[src/rtl/sed_pkg.sv]
// Shared types and status codes for the string escape decoder.
package sed_pkg;

	typedef struct packed {
		logic [20:0] code_point;
		logic        first;
		logic        end_of_string;
	} sed_in_t;

	typedef struct packed {
		logic [20:0] value;
		logic [2:0]  status;
	} sed_out_t;

	typedef enum logic [2:0] {
		ST_OK          = 3'd0,
		ST_NO_MATCH    = 3'd1,
		ST_BAD_HEX     = 3'd2,
		ST_TRUNC_UNI   = 3'd3,
		ST_MISSING_LOW = 3'd4,
		ST_BAD_LOW     = 3'd5,
		ST_LOW_RANGE   = 3'd6
	} sed_status_t;

	typedef enum logic [1:0] {
		PH_IDLE = 2'd0,
		PH_X    = 2'd1,
		PH_U    = 2'd2,
		PH_LOW  = 2'd3
	} sed_phase_t;

	localparam logic [20:0] CP_QUOTE   = 21'h27;
	localparam logic [20:0] CP_DQUOTE  = 21'h22;
	localparam logic [20:0] CP_BSLASH  = 21'h5C;
	localparam logic [20:0] CP_B       = 21'h62;
	localparam logic [20:0] CP_F       = 21'h66;
	localparam logic [20:0] CP_N       = 21'h6E;
	localparam logic [20:0] CP_R       = 21'h72;
	localparam logic [20:0] CP_T       = 21'h74;
	localparam logic [20:0] CP_V       = 21'h76;
	localparam logic [20:0] CP_ZERO    = 21'h30;
	localparam logic [20:0] CP_ONE     = 21'h31;
	localparam logic [20:0] CP_NINE    = 21'h39;
	localparam logic [20:0] CP_LF      = 21'h0A;
	localparam logic [20:0] CP_CR      = 21'h0D;
	localparam logic [20:0] CP_LS      = 21'h2028;
	localparam logic [20:0] CP_PS      = 21'h2029;
	localparam logic [20:0] CP_X       = 21'h78;
	localparam logic [20:0] CP_U       = 21'h75;

	localparam logic [15:0] HI_SURR_MIN = 16'hD800;
	localparam logic [15:0] HI_SURR_MAX = 16'hDBFF;
	localparam logic [15:0] LO_SURR_MIN = 16'hDC00;
	localparam logic [15:0] LO_SURR_MAX = 16'hDFFF;
	localparam logic [20:0] SUPP_BASE   = 21'h10000;

	localparam logic [2:0] X_DIGITS   = 3'd2;
	localparam logic [2:0] U_DIGITS   = 3'd4;
	localparam logic [2:0] LOW_CHARS  = 3'd6;

endpackage

[src/rtl/string_escape_decoder.sv]
// Top level of the string escape decoder: input register, decode logic, result register.
//
// Usage: the code points that follow a backslash in a string arrive one item
// per cycle, while in_ready is high, on the in_* channel (valid/ready). Set
// first on the code point right after the backslash; set end_of_string on an
// item that marks the end of the string. When an escape is complete the block
// gives one item on the out_* channel: a decoded code point with status 0, or a
// nonzero status with value 0. Items that end no escape give no result.
//
// An accepted item sits in the input register while the decode logic works on
// it; the result register loads from it once the result slot is free.
// Throughput is one item per cycle while no result is stalled; the escape
// state updates in the same cycle as an item leaves the input register.
//
// Reset (arst_n low) empties both registers and returns the decoder to idle
// with no surrogate pending. When the receiver holds out_ready low the result
// stays in place, the input register keeps its item, and in_ready falls only
// once both registers are full.
module string_escape_decoder
	import sed_pkg::*;
(
	input  logic     clk,
	input  logic     arst_n,
	input  logic     in_valid,
	output logic     in_ready,
	input  sed_in_t  in_item,
	output logic     out_valid,
	input  logic     out_ready,
	output sed_out_t out_item
);

	// Hex digit decode: bit 4 set means the code point is a hex digit.
	function automatic logic [4:0] hex_digit(input logic [20:0] c);
		logic [4:0] r;
		r = 5'd0;
		if (c >= 21'h30 && c <= 21'h39) begin
			r = {1'b1, c[3:0]};
		end else if ((c >= 21'h41 && c <= 21'h46) || (c >= 21'h61 && c <= 21'h66)) begin
			r = {1'b1, c[3:0] + 4'd9};
		end
		return r;
	endfunction

	// Input register stage.
	logic    valid_s1;
	sed_in_t item_s1;

	// Result register.
	logic     out_valid_q;
	sed_out_t out_item_q;

	// Escape state.
	sed_phase_t  phase_q, phase_d;
	logic [15:0] acc_q, acc_d;
	logic [9:0]  high_q, high_d;
	logic [2:0]  count_q, count_d;
	logic        bad_q, bad_d;

	logic out_free;
	logic fire;

	// The result slot is free when empty or being drained this cycle.
	assign out_free = !out_valid_q || out_ready;
	assign fire     = valid_s1 && out_free;
	assign in_ready = !valid_s1 || out_free;

	// Shared datapath terms for the item in the input register.
	logic [20:0] cp;
	logic [4:0]  hd;
	logic [15:0] acc_shift;
	logic [2:0]  count_inc;
	logic        take_hex;
	logic        char_bad;
	logic [15:0] acc_new;
	logic        bad_new;

	assign cp        = item_s1.code_point;
	assign hd        = hex_digit(cp);
	assign acc_shift = {acc_q[11:0], hd[4] ? hd[3:0] : 4'd0};
	assign count_inc = count_q + 3'd1;

	// In the low group the first two characters are the backslash and the 'u'.
	always_comb begin
		take_hex = 1'b1;
		char_bad = !hd[4];
		if (phase_q == PH_LOW && count_q == 3'd0) begin
			take_hex = 1'b0;
			char_bad = (cp != CP_BSLASH);
		end else if (phase_q == PH_LOW && count_q == 3'd1) begin
			take_hex = 1'b0;
			char_bad = (cp != CP_U);
		end
	end

	assign acc_new = take_hex ? acc_shift : acc_q;
	assign bad_new = bad_q | char_bad;

	logic is_high_new;
	logic is_low_new;

	assign is_high_new = (acc_new >= HI_SURR_MIN) && (acc_new <= HI_SURR_MAX);
	assign is_low_new  = (acc_new >= LO_SURR_MIN) && (acc_new <= LO_SURR_MAX);

	// Next-state logic. Any emitted result returns the group to idle.
	always_comb begin
		phase_d = phase_q;
		acc_d   = acc_q;
		high_d  = high_q;
		count_d = count_q;
		bad_d   = bad_q;
		if (item_s1.first) begin
			phase_d = PH_IDLE;
			acc_d   = 16'd0;
			count_d = 3'd0;
			bad_d   = 1'b0;
			high_d  = 10'd0;
			if (!item_s1.end_of_string && cp == CP_X) begin
				phase_d = PH_X;
			end else if (!item_s1.end_of_string && cp == CP_U) begin
				phase_d = PH_U;
			end
		end else begin
			unique case (phase_q)
				PH_IDLE: begin
					acc_d   = 16'd0;
					count_d = 3'd0;
					bad_d   = 1'b0;
				end
				PH_X, PH_U, PH_LOW: begin
					acc_d   = acc_new;
					count_d = count_inc;
					bad_d   = bad_new;
					if (item_s1.end_of_string) begin
						phase_d = PH_IDLE;
					end else if (phase_q == PH_X && count_inc >= X_DIGITS) begin
						phase_d = PH_IDLE;
					end else if (phase_q == PH_LOW && count_inc >= LOW_CHARS) begin
						phase_d = PH_IDLE;
					end else if (phase_q == PH_U && count_inc >= U_DIGITS) begin
						// A valid high surrogate opens the low group.
						phase_d = (!bad_new && is_high_new) ? PH_LOW : PH_IDLE;
						if (!bad_new && is_high_new) begin
							high_d = acc_new[9:0];
						end
					end
					if (phase_d == PH_IDLE || phase_d == PH_LOW) begin
						if (phase_d != phase_q) begin
							acc_d   = 16'd0;
							count_d = 3'd0;
							bad_d   = 1'b0;
						end
					end
				end
				default: begin
					phase_d = PH_IDLE;
				end
			endcase
		end
	end

	// Output logic: whether the item ends an escape, and with what result.
	logic     emit;
	sed_out_t res;

	always_comb begin
		emit       = 1'b0;
		res.value  = 21'd0;
		res.status = ST_OK;
		if (item_s1.first) begin
			emit = 1'b1;
			if (item_s1.end_of_string) begin
				res.status = ST_NO_MATCH;
			end else begin
				unique case (cp)
					CP_QUOTE, CP_DQUOTE, CP_BSLASH: res.value = cp;
					CP_B:    res.value = 21'h08;
					CP_F:    res.value = 21'h0C;
					CP_N:    res.value = 21'h0A;
					CP_R:    res.value = 21'h0D;
					CP_T:    res.value = 21'h09;
					CP_V:    res.value = 21'h0B;
					CP_ZERO: res.value = 21'd0;
					CP_LF, CP_CR, CP_LS, CP_PS: res.status = ST_NO_MATCH;
					CP_X, CP_U: emit = 1'b0;
					default: begin
						if (cp >= CP_ONE && cp <= CP_NINE) begin
							res.status = ST_NO_MATCH;
						end else begin
							res.value = cp;
						end
					end
				endcase
			end
		end else begin
			unique case (phase_q)
				PH_IDLE: emit = 1'b0;
				PH_X: begin
					if (item_s1.end_of_string) begin
						emit       = 1'b1;
						res.status = ST_NO_MATCH;
					end else if (count_inc >= X_DIGITS) begin
						emit = 1'b1;
						if (bad_new) begin
							res.status = ST_BAD_HEX;
						end else begin
							res.value = {13'd0, acc_new[7:0]};
						end
					end
				end
				PH_U: begin
					if (item_s1.end_of_string) begin
						emit       = 1'b1;
						res.status = ST_TRUNC_UNI;
					end else if (count_inc >= U_DIGITS) begin
						if (bad_new) begin
							emit       = 1'b1;
							res.status = ST_BAD_HEX;
						end else if (!is_high_new) begin
							emit      = 1'b1;
							res.value = {5'd0, acc_new};
						end
					end
				end
				PH_LOW: begin
					if (item_s1.end_of_string) begin
						emit       = 1'b1;
						res.status = ST_MISSING_LOW;
					end else if (count_inc >= LOW_CHARS) begin
						emit = 1'b1;
						if (bad_new) begin
							res.status = ST_BAD_LOW;
						end else if (is_low_new) begin
							res.value = SUPP_BASE + {1'b0, high_q, acc_new[9:0]};
						end else begin
							res.status = ST_LOW_RANGE;
						end
					end
				end
				default: emit = 1'b0;
			endcase
		end
	end

	// Input register.
	always_ff @(posedge clk or negedge arst_n) begin
		if (!arst_n) begin
			valid_s1 <= 1'b0;
		end else if (in_valid && in_ready) begin
			valid_s1 <= 1'b1;
		end else if (fire) begin
			valid_s1 <= 1'b0;
		end
	end

	always_ff @(posedge clk) begin
		if (in_valid && in_ready) begin
			item_s1 <= in_item;
		end
	end

	// Escape state advances only when the input register item is consumed.
	always_ff @(posedge clk or negedge arst_n) begin
		if (!arst_n) begin
			phase_q <= PH_IDLE;
			acc_q   <= 16'd0;
			high_q  <= 10'd0;
			count_q <= 3'd0;
			bad_q   <= 1'b0;
		end else if (fire) begin
			phase_q <= phase_d;
			acc_q   <= acc_d;
			high_q  <= high_d;
			count_q <= count_d;
			bad_q   <= bad_d;
		end
	end

	// Result register.
	always_ff @(posedge clk or negedge arst_n) begin
		if (!arst_n) begin
			out_valid_q <= 1'b0;
		end else if (fire) begin
			out_valid_q <= emit;
		end else if (out_ready) begin
			out_valid_q <= 1'b0;
		end
	end

	always_ff @(posedge clk) begin
		if (fire && emit) begin
			out_item_q <= res;
		end
	end

	assign out_valid = out_valid_q;
	assign out_item  = out_item_q;

endmodule

[config.mk]
export PLATFORM = sky130hd
export DESIGN_NAME = string_escape_decoder
export DESIGN_NICKNAME = d
export VERILOG_FILES = /design/src/rtl/sed_pkg.sv /design/src/rtl/string_escape_decoder.sv
export SDC_FILE = /design/constraint.sdc
export NUM_CORES = 1
export LEC_CHECK = 0
export BUFFER_PORTS_ARGS = -buffer_cell sky130_fd_sc_hd__buf_4
export CORE_ASPECT_RATIO = 1.75
export CORE_MARGIN = 3
export CORE_UTILIZATION = 30
export CTS_CLUSTER_SIZE = 24
export DETAILED_ROUTE_END_ITERATION = 8
export HOLD_SLACK_MARGIN = 0.12
export SYNTH_ARGS = -nofsm -noshare
export SYNTH_HDL_FRONTEND = slang
export SYNTH_SLANG_ARGS = --single-unit
[constraint.sdc]
create_clock -name clk -period 4.1 [get_ports clk]
set_input_delay 0.205 -clock clk [delete_from_list [all_inputs] [get_ports clk]]
set_output_delay 0.205 -clock clk [all_outputs]
set_load 0.02 [all_outputs]
Word-level counts from Yosys, hierarchy flattened
Cells that the tools add are included.
{"block": "word_totals", "reg_bits": 81, "input_bits": 27, "output_inout_bits": 26, "word_cells": 178}
{"block": "op_classes", "n_addsub": 3, "n_lt_le_gt_ge": 14, "n_eq_ne": 27, "mux": 79, "bitwise": 1, "reduce_logical": 42}
{"cell": "$eq A21 B7 Y1 const B", "count": 9}
{"cell": "$mux W21", "count": 8}
{"cell": "$pmux W21 S8", "count": 1}
{"cell": "$mux W24", "count": 4}
{"cell": "$mux W16", "count": 5}
{"cell": "$pmux W24 S3", "count": 1}
{"cell": "$mux W10", "count": 7}
{"cell": "$eq A21 B6 Y1 const B", "count": 3}
{"cell": "$eq A21 B14 Y1 const B", "count": 2}
{"cell": "$eq A21 B4 Y1 const B", "count": 2}
{"cell": "$ge A21 B6 Y1 const B", "count": 2}
{"cell": "$ge A21 B7 Y1 const B", "count": 2}
{"cell": "$le A21 B7 Y1 const B", "count": 2}
{"cell": "$ne A21 B7 Y1 const B", "count": 2}
{"cell": "$ge A16 B16 Y1 const B", "count": 2}
{"cell": "$le A16 B16 Y1 const B", "count": 2}
{"cell": "$pmux W16 S2", "count": 1}
{"cell": "$mux W1", "count": 24}
{"cell": "$mux W2", "count": 12}
{"cell": "$mux W3", "count": 8}
{"cell": "$add A17 B20 Y21 const A", "count": 1}
{"cell": "$le A21 B6 Y1 const B", "count": 1}
{"cell": "$logic_and A1 B1 Y1", "count": 17}
{"cell": "$reduce_or A12 Y1", "count": 1}
{"cell": "other kinds (28)", "count": 47}

Depth between registers and ports, before layout
Gate-level depths: netlist of the first run.
{"block": "depth", "word_depth": 23, "mapped_depth": 10}

Least setup slack after synthesis of the first run
Ideal clock, no wire load.
{"block": "synth_timing", "kind": "register to register", "from": "reg item_s1, in the netlist cp[1]", "to": "reg out_item_q, in the netlist out_item[0], enable pin", "setup_ns": 0.438, "arrival_time_ns": 3.761, "t_required_ns": 3.662, "slack_ns": -0.099, "stages_incl_launch_ff": 10, "n_path_buf": 0, "cell_sequence": "edfxtp_1 inv_1 ha_1 nor3_1 a21oi_1 o211ai_1 a31o_2 nor3_1 and2_1 o21ai_0"}
{"block": "synth_via", "elab_chain_cells": 16}
{"item": "start, declared", "line": "string_escape_decoder.sv:46", "rtl": "sed_in_t item_s1;"}
{"item": "start signal, assigned", "line": "string_escape_decoder.sv:257", "rtl": "item_s1 <= in_item;"}
{"item": "$ge A21 B7 Y1 / $le A21 B7 Y1 (equally long branches)", "line": "string_escape_decoder.sv:38", "rtl": "end else if ((c >= 21'h41 && c <= 21'h46) || (c >= 21'h61 && c <= 21'h66)) begin"}
{"item": "$logic_and A1 B1 Y1", "line": "string_escape_decoder.sv:38"}
{"item": "$logic_or A1 B1 Y1", "line": "string_escape_decoder.sv:38"}
{"item": "$mux W5", "line": "string_escape_decoder.sv:38"}
{"item": "$mux W5", "line": "string_escape_decoder.sv:36", "rtl": "if (c >= 21'h30 && c <= 21'h39) begin"}
{"item": "$mux W4", "line": "string_escape_decoder.sv:79", "rtl": "assign acc_shift = {acc_q[11:0], hd[4] ? hd[3:0] : 4'd0};"}
{"item": "$mux W16", "line": "string_escape_decoder.sv:95", "rtl": "assign acc_new = take_hex ? acc_shift : acc_q;"}
{"item": "$ge A16 B16 Y1 / $le A16 B16 Y1 (equally long branches)", "line": "string_escape_decoder.sv:101", "rtl": "assign is_high_new = (acc_new >= HI_SURR_MIN) && (acc_new <= HI_SURR_MAX);"}
{"item": "$logic_and A1 B1 Y1", "line": "string_escape_decoder.sv:101"}
{"item": "$mux W1", "line": "string_escape_decoder.sv:218", "rtl": "end else if (!is_high_new) begin"}
{"item": "$mux W1", "line": "string_escape_decoder.sv:215", "rtl": "if (bad_new) begin"}
{"item": "$mux W1", "line": "string_escape_decoder.sv:214", "rtl": "end else if (count_inc >= U_DIGITS) begin"}
{"item": "$mux W1", "line": "string_escape_decoder.sv:211", "rtl": "if (item_s1.end_of_string) begin"}
{"item": "$pmux W1 S4", "line": "string_escape_decoder.sv:195", "rtl": "unique case (phase_q)"}
{"item": "$mux W1 (*)", "line": "string_escape_decoder.sv:169", "rtl": "if (item_s1.first) begin"}
{"item": "$logic_and A1 B1 Y1 (*)", "line": "string_escape_decoder.sv:290", "rtl": "if (fire && emit) begin"}
{"item": "end signal, assigned", "line": "string_escape_decoder.sv:291", "rtl": "out_item_q <= res;"}
{"item": "end, declared", "line": "string_escape_decoder.sv:50", "rtl": "sed_out_t out_item_q;"}
Mark *: on every way between the ends. The rest lies on a longest branch, timed or not.
A chain may end at the register's enable or synchronous reset.

Worst setup path in the final report of the first run
{"block": "layout_timing", "from": "reg item_s1, in the netlist cp[1]", "to": "reg out_item_q, in the netlist out_item[13], enable pin"}
Same word-level chain as after synthesis.

==> results of run 1 <==
## logic make-up after synthesis
kind of cell               Yosys count  share of synthesized area (%)
AOI/OAI and AO/OA                  118                           21.0
xor gates and xnor gates             5                          0.988
adders and majority gates            8                           2.26
buffers and inverters               27                           2.82
DFF                                 81                           51.0
muxes                                6                           1.36
and+or+nand+nor                    163                           20.6
## registers in the layout, summed over array words and instances, names as in the netlist, 2 cells and up
| signal | count |
|---|---|
| phase_q | 2 |
| out_item | 24 |
| acc_q | 16 |
| cp | 21 |
| item_s1 | 2 |
| high_q | 10 |
| count_q | 3 |
## worst max-delay path by stage
stage | to | slack [ns]
2_1_floorplan | out_item[0] | 0.55
3_3_place_gp | out_item[23] | 0.81
3_5_place_dp | out_item[23] | 0.78
4_1_cts | out_item[16] | 0.76
5_1_grt | out_item[13] | 0.54
6_report | out_item[13] | 0.75
## worst reg2reg max path, stage by stage (launching register included)
cell,delay (ns)
sky130_fd_sc_hd__edfxtp_1,0.52
sky130_fd_sc_hd__inv_1,0.11
sky130_fd_sc_hd__ha_1,0.26
sky130_fd_sc_hd__nor3_1,0.23
sky130_fd_sc_hd__a21oi_1,0.13
sky130_fd_sc_hd__o211ai_1,0.51
sky130_fd_sc_hd__a31o_2,0.36
sky130_fd_sc_hd__nor3_1,0.08
sky130_fd_sc_hd__and2_1,0.19
sky130_fd_sc_hd__o21ai_2,0.42
sky130_fd_sc_hd__buf_12,0.23
## routing by layer
metal	global-route usage [%]	up-vias	wire length, µm
met1	17.8	1800	4880
met2	31.5	101	7590
met3	2.01	23	323
met4	7.53	0	408
met5	0	-	0
li1	-	1714	-
## cell type report
cell class | instances | share of cell area [%]
Timing Repair Buffer | 81 | 12.2
Multi-Input combinational cell | 300 | 36.6
Sequential cell | 81 | 40.4
Inverter | 9 | 0.604
Tap cell | 180 | 4.02
Clock buffer | 10 | 4.09
Clock inverter | 6 | 2.06
## stage by stage
step | utilization [%] | cells | worst slack, ns
after detailed placement | 34.6 | 626 | 0.778
after CTS | 38.8 | 667 | 0.761
final | 38.8 | 667 | 0.747
after floorplan | - | 408 | 0.551
after global routing | 38.8 | 667 | 0.540
after global placement | 34.6 | 626 | 0.814
## synthesized netlist by cell type (6+ instances only)
cell type | instances | area share, %
sky130_fd_sc_hd__clkbuf_1 | 10 | 0.85
sky130_fd_sc_hd__a21oi_1 | 18 | 2.0
sky130_fd_sc_hd__nand3_1 | 13 | 1.5
sky130_fd_sc_hd__nand2b_1 | 7 | 0.99
sky130_fd_sc_hd__edfxtp_1 | 47 | 32
sky130_fd_sc_hd__or3_1 | 8 | 1.1
sky130_fd_sc_hd__nor3_1 | 7 | 0.79
sky130_fd_sc_hd__ha_1 | 8 | 2.3
sky130_fd_sc_hd__a22o_1 | 23 | 4.5
sky130_fd_sc_hd__nor2_1 | 25 | 2.1
sky130_fd_sc_hd__inv_1 | 9 | 0.76
sky130_fd_sc_hd__mux2i_1 | 6 | 1.4
sky130_fd_sc_hd__a32o_1 | 8 | 1.8
sky130_fd_sc_hd__o21ai_0 | 21 | 2.4
sky130_fd_sc_hd__dfrtp_1 | 34 | 19
sky130_fd_sc_hd__nand2_1 | 61 | 5.2
## power by group through the flow
stage / sequential, µW / combinational, µW / clock, µW
after global routing: 1150 / 898 / 986
after detailed placement: 1150 / 815 / 0
final: 1130 / 835 / 932
after floorplan: 1190 / 463 / 0
after CTS: 1130 / 837 / 950
after global placement: 1150 / 811 / 0
==> results.ini, run 1 <==
[power_and_ir_drop]
power.leakage_uw = 0.00219
worst_ir_drop_vdd_uv = 229
power.switching_uw = 979
cell_internal_pwr_uw = 1920
clockPowerShare_pct = 32.1
power_density_mw_per_mm2 = 518
gate_power_share_pct = 28.8
seqPwrFrac_pct = 39.1
share_of_total_power_consumed_by_net_switching_pct = 33.8
finalPower_uw = 2900

[finish]
drive_above_1_share_pct = 18.9
mostFrequentLayoutCells = sky130_fd_sc_hd__nand2_1, sky130_fd_sc_hd__buf_4, sky130_fd_sc_hd__edfxtp_1
antenna_cells_inserted = 0
mostFrequentLayoutCell = sky130_fd_sc_hd__nand2_1
n_fill_cell = 1397
combined_area_of_the_multi_input_logic_cells_mm2 = 0.00205
register_area_mm2 = 0.00226
fin_area_mm2 = 0.00560
finalNetCount = 517
syn_to_final_growth_pct = 26.3

[sta]
period_share_pct = 81.8
rsz0062_at_grt = no
maxClockFrequency_mhz = 298
fin_worst_hold_slack_ns = 0.209
fin_tns_setup_ns = 0
final-max-slew-violation-count = 0
report.final.hold_viol_count = 0
actual_transition_at_the_worst_max_transition_pin_ns = 1.06
slew-limit-headroom_pct = 29.4
setup_viol_count_final = 0
fin_worst_skew_ns = 0.00636
period_minus_slack_ns = 3.35

[routing]
drt_wirelength_um = 13200
drt_iter0_drc = 248
drc = 0
drt_first_pass_iters = 4
drt-vias-per-instance = 5.45
wl_per_cell_um = 19.8
via_count = 3638
detail-route-antenna-nets = 0

[floorplanning]
placement_rows = 58
die_height_um = 167
dieArea_mm2 = 0.0163
initial_core_util_pct = 30.7
die_w_um = 97.9
pin_count = 53
fp.coreArea_mm2 = 0.0144

[critical_path]
critical_path.startpoint = cp[1]
worstPathBufferInverterCount = 2
critical_path_class = reg -> reg
timing.rr.end = out_item[13]
rrSetupSlack_ns = 0.75
r2r.worst_path.cells = 10
crit_cells = 10
critical_path.endpoint_type = flop
path_cells = inv_1 -> ha_1 -> nor3_1 -> a21oi_1 -> o211ai_1 -> a31o_2 -> nor3_1 -> and2_1 -> o21ai_2 -> buf_12
start_kind = flop
slowest_library_cell_on_the_worst_path = sky130_fd_sc_hd__edfxtp_1
largest_fanout_on_the_critical_path = 17
most_used_cell_along_the_critical_path = sky130_fd_sc_hd__nor3_1
crit_path_max_incr_delay_ns = 0.52
arrival_ns = 3.39
worst_r2r_startpoint = cp[1]
crit_required_ns = 4.14
critical_path.top_delay_family = compound AO/OA/AOI/OAI gates

[place]
detailed_place_hpwl_um = 9850
placer_congestion = 0.913
placedInstanceArea_mm2 = 0.00500
port_buffers = 52

[synthesis]
syn_inst = 408
synth.net_count = 443
synth_edf_count = 47
ys_dominant_reg_cell = sky130_fd_sc_hd__edfxtp_1
syn_area_mm2 = 0.00443
post_synth_num_cell_types = 72
yosys_register_bits = 81
syn_avg_cell_area_um2 = 10.9
seq_area_frac_synth_pct = 51.0
yosys_warnings = 0
async_s_r_ff_share_synth_pct = 42.0

[job]
drv_cap = 0

[min_path]
hold_path.class = in -> reg
hold_path_depth = 4
hold_path_end = valid_s1
worst_hold_startpoint = out_ready

[clock_tree]
ctsHtreeMaxLevel = 3
hold_buffers = 25
clock-root-buffer = sky130_fd_sc_hd__clkbuf_16
cts.repair_timing.setup_buffer_count = 0
clk-insertion-delay-late_ns = 0.34
tritoncts.num_buffers = 9
max-clock-path-buffers = 2
clock_pin_transition_on_the_worst_setup_and_hold_timing_paths_ns = 0.06
cts_tree = built
post_cts.resized_instances = 0
cts.sink_count = 81

[global_routing]
grt_max_degree = 35
first_global_vias = 3751
first_pass_grt_wire_length_um = 21100
grt_use_total_pct = 16.5
grt.overflow.total = 0
antenna_found_initial = 0

[outcome]
outcome = finished clean

(Power assumes the default switching activity.)
==> inputs of run 2 (changes only) <==
--- a/config.mk
+++ b/config.mk
@@ -5,6 +5,7 @@
 export SDC_FILE = /design/constraint.sdc
 export NUM_CORES = 1
 export LEC_CHECK = 0
+export ABC_AREA = 1
 export BUFFER_PORTS_ARGS = -buffer_cell sky130_fd_sc_hd__buf_4
 export CORE_ASPECT_RATIO = 1.75
 export CORE_MARGIN = 3
==> constraint.sdc (replaced) <==
create_clock -name clk -period 2.9 [get_ports clk]
set_input_delay 0.145 -clock clk [delete_from_list [all_inputs] [get_ports clk]]
set_output_delay 0.145 -clock clk [all_outputs]
set_load 0.02 [all_outputs]
==> results.ini, run 2 <==
[floorplanning]
dieArea_mm2 = 0.0179  ; was 0.0163 mm²
die_w_um = 102  ; was 97.9 µm
fp.coreArea_mm2 = 0.0160  ; was 0.0144 mm²
pin_count = 53  ; unchanged
die_height_um = 175  ; was 167 µm
placement_rows = 61  ; was 58
initial_core_util_pct = 30.6  ; was 30.7%

[sta]
setup_slack_ns = 0.198  ; was 0.747 ns
period_minus_slack_ns = 2.70  ; was 3.35 ns
actual_transition_at_the_worst_max_transition_pin_ns = 0.453  ; was 1.06 ns
fin_worst_skew_ns = 0.00827  ; was 0.00636 ns
period_share_pct = 93.2  ; was 81.8%
maxClockFrequency_mhz = 370  ; was 298 MHz
rsz0062_at_grt = yes  ; was no
setup_viol_count_final = 0  ; unchanged
report.final.hold_viol_count = 0  ; unchanged
final-max-slew-violation-count = 0  ; unchanged
slew-limit-headroom_pct = 69.5  ; was 29.4%

[finish]
mostFrequentLayoutCell = sky130_fd_sc_hd__nand2_1  ; unchanged
syn_to_final_growth_pct = 30.1  ; was 26.3%
drive_above_1_share_pct = 21.2  ; was 18.9%
finalNetCount = 776  ; was 517
mostFrequentLayoutCells = sky130_fd_sc_hd__nand2_1, sky130_fd_sc_hd__buf_4, sky130_fd_sc_hd__nor2_1  ; was sky130_fd_sc_hd__nand2_1, sky130_fd_sc_hd__buf_4, sky130_fd_sc_hd__edfxtp_1
n_fill_cell = 1620  ; was 1,397
layout.core_utilization_pct = 39.8  ; was 38.8%
largest_register_ffs = 24  ; unchanged
antenna_cells_inserted = 0  ; unchanged
fin_cells = 935  ; was 667

[routing]
drc = 0  ; unchanged
drt_wirelength_um = 15500  ; was 13,200 µm
via_count = 4648  ; was 3,638
drt_first_pass_iters = 7  ; was 4
drt_iter0_drc = 307  ; was 248
drt-vias-per-instance = 4.97  ; was 5.45
detail-route-antenna-nets = 0  ; unchanged
wl_per_cell_um = 16.6  ; was 19.8 µm

[global_routing]
grt.overflow.total = 0  ; unchanged
grt_max_degree = 35  ; unchanged
first_global_vias = 4784  ; was 3,751
antenna_found_initial = 0  ; unchanged
grt_use_total_pct = 18.1  ; was 16.5%
first_pass_grt_wire_length_um = 24600  ; was 21,100 µm

[synthesis]
yosys.area.top_type = sky130_fd_sc_hd__edfxtp_1  ; unchanged
syn_avg_cell_area_um2 = 7.73  ; was 10.9 µm²
synth_edf_count = 47  ; unchanged
synth_top_cells_by_area = sky130_fd_sc_hd__edfxtp_1, sky130_fd_sc_hd__dfrtp_1, sky130_fd_sc_hd__nand2_1, sky130_fd_sc_hd__nand3_1, sky130_fd_sc_hd__nor2_1  ; was sky130_fd_sc_hd__edfxtp_1, sky130_fd_sc_hd__dfrtp_1, sky130_fd_sc_hd__nand2_1, sky130_fd_sc_hd__a22o_1, sky130_fd_sc_hd__o21ai_0
syn_inst = 631  ; was 408
synth_most_common_cell = sky130_fd_sc_hd__nand2_1  ; unchanged
netlist_top_cells_count = sky130_fd_sc_hd__nand2_1, sky130_fd_sc_hd__nor2_1, sky130_fd_sc_hd__nand3_1, sky130_fd_sc_hd__inv_1, sky130_fd_sc_hd__edfxtp_1  ; was sky130_fd_sc_hd__nand2_1, sky130_fd_sc_hd__edfxtp_1, sky130_fd_sc_hd__dfrtp_1, sky130_fd_sc_hd__nor2_1, sky130_fd_sc_hd__a22o_1
seq_area_frac_synth_pct = 46.4  ; was 51.0%
post_synth_num_cell_types = 44  ; was 72
synth.net_count = 666  ; was 443
yosys_warnings = 0  ; unchanged
synth.top_cell.area_share_pct = 29.0  ; was 31.8%
yosys_register_bits = 81  ; unchanged
ys_dominant_reg_cell = sky130_fd_sc_hd__edfxtp_1  ; unchanged
syn_area_mm2 = 0.00487  ; was 0.00443 mm²
async_s_r_ff_share_synth_pct = 42.0  ; unchanged

[critical_path]
slowest_library_cell_on_the_worst_path = sky130_fd_sc_hd__edfxtp_1  ; unchanged
largest_fanout_on_the_critical_path = 4  ; was 17
crit_required_ns = 2.98  ; was 4.14 ns
critical_path_class = reg -> reg  ; unchanged
path_cells = nor2_1 -> inv_2 -> nor2_1 -> nand2_1 -> nor3_1 -> inv_1 -> o311ai_0 -> buf_4 -> nor2_1 -> nand3_1 -> nor2_1 -> o21ai_0 -> o31ai_2  ; was inv_1 -> ha_1 -> nor3_1 -> a21oi_1 -> o211ai_1 -> a31o_2 -> nor3_1 -> and2_1 -> o21ai_2 -> buf_12
timing.rr.end = out_item[4]  ; was out_item[13]
start_kind = flop  ; unchanged
r2r.worst_path.cells = 13  ; was 10
critical_path.endpoint_type = flop  ; unchanged
arrival_ns = 2.78  ; was 3.39 ns
crit_path_max_incr_delay_ns = 0.47  ; was 0.52 ns
rrSetupSlack_ns = 0.20  ; was 0.75 ns
most_used_cell_along_the_critical_path = sky130_fd_sc_hd__nor2_1  ; was sky130_fd_sc_hd__nor3_1
worst_r2r_startpoint = cp[7]  ; was cp[1]

[place]
port_buffers = 52  ; unchanged
detailed_place_hpwl_um = 12200  ; was 9850 µm
placed_cells = 887  ; was 626
place_worst_setup_slack_ns = 0.0424  ; was 0.778 ns
placer_congestion = 0.915  ; was 0.913

[power_and_ir_drop]
clockPowerShare_pct = 40.6  ; was 32.1%
share_of_total_power_consumed_by_net_switching_pct = 26.6  ; was 33.8%
gate_power_share_pct = 12.0  ; was 28.8%
seqPwrFrac_pct = 47.4  ; was 39.1%
power.leakage_uw = 0.00278  ; was 0.00219 µW
power.switching_uw = 737  ; was 979 µW
power_density_mw_per_mm2 = 436  ; was 518 mW/mm²
worst_ir_drop_vdd_uv = 269  ; was 229 µV
cell_internal_pwr_uw = 2030  ; was 1920 µW

[clock_tree]
clock_pin_transition_on_the_worst_setup_and_hold_timing_paths_ns = 0.07  ; was 0.06 ns
max-clock-path-buffers = 2  ; unchanged
clock-root-buffer = sky130_fd_sc_hd__clkbuf_16  ; unchanged
tritoncts.num_buffers = 9  ; unchanged
cts.sink_count = 81  ; unchanged
clk-insertion-delay-late_ns = 0.34  ; about the same
cts_tree = built  ; unchanged
ctsHtreeMaxLevel = 3  ; unchanged

[min_path]
hold_path.class = in -> async  ; was in -> reg

[outcome]
outcome = finished clean  ; unchanged

[job]
drv_cap = 0  ; unchanged

-- run 2: cell count changes after synthesis, sizes merged, moves of 8 or more --
| cell | change |
|---|---|
| a21oi | -12 |
| a22o | -24 |
| a32o | -8 |
| inv | +58 |
| nand2 | +133 |
| nand3 | +48 |
| nor2 | +63 |
| nor4 | -8 |
| o21ai | +30 |
| o31ai | +8 |
| or3 | -8 |
-- run 2: routing by layer --
metal	share of wire, %	track usage [%]	wire length [µm]
met5	0	0	0
met4	5.7	10.8	888
met3	2.6	1.92	398
met2	56	33.8	8650
met1	36	18.6	5610
-- run 2: cell type report --
cell class                      count  area (µm²)  share of cell area (%)
Sequential cell                    81        2260                    35.7
Clock inverter                      6        47.5                   0.750
Tap cell                          189         236                    3.73
Clock buffer                       10         239                    3.77
Inverter                           69         259                    4.08
Multi-Input combinational cell    464        2320                    36.6
Timing Repair Buffer              116         976                    15.4
-- run 2: how the worst max path moves through the flow --
stage               startpoint            to  slack (ns)
CTS                      cp[1]   out_item[7]       0.005
floorplan           count_q[0]   out_item[0]        0.09
global placement         cp[1]   out_item[4]        0.04
global route             cp[1]  out_item[19]       -0.03
detailed placement       cp[1]   out_item[7]        0.04
finish                   cp[7]   out_item[4]        0.20
-- run 2: power groups by stage --
| stage | combinational, µW | sequential [µW] | clock, µW |
|---|---|---|---|
| finish | 332 | 1310 | 1120 |
| global route | 361 | 1320 | 1190 |
| CTS | 326 | 1310 | 1150 |
| detailed placement | 295 | 1340 | 0 |
| global placement | 297 | 1340 | 0 |
| floorplan | 117 | 1360 | 0 |
-- run 2: what timing repair did --
| action | in CTS | in global routing |
|---|---|---|
| gates resized for setup | 0 | 14 |
| setup buffers | 0 | 5 |
| hold endpoints to repair | 59 | 0 |
| setup endpoints to repair | 0 | 63 |
| hold buffers | 27 | 0 |
-- run 2: cell families after synthesis --
kind of cell | Yosys count | synth area share, %
xor+xnor | 3 | 0.539
simple gates | 371 | 33.3
buf+inv | 86 | 7.06
compound gates | 82 | 10.6
flops | 81 | 46.4
fa+ha+maj | 8 | 2.05
-- run 2: critical path, delay by kind of cell, from the launching register on --
kind / cells / cell delay, ns
AO/OA/AOI/OAI: 3 / 0.43
buffers and inverters: 3 / 0.34
flip-flops: 1 / 0.47
AND/OR/NAND/NOR: 7 / 1.21
-- run 2: metrics by stage --
step | instance area (µm²) | power (µW) | TNS [ns] | hold slack, ns
6_report | 6340 | 2770 | 0 | 0.280
3_5_place_dp | 5690 | 1630 | 0 | 0.124
3_3_place_gp | 5690 | 1630 | 0 | 0.129
4_1_cts | 6250 | 2780 | 0 | 0.289
5_1_grt | 6340 | 2870 | -0.752 | 0.325
2_1_floorplan | 4870 | 1470 | 0 | -0.151
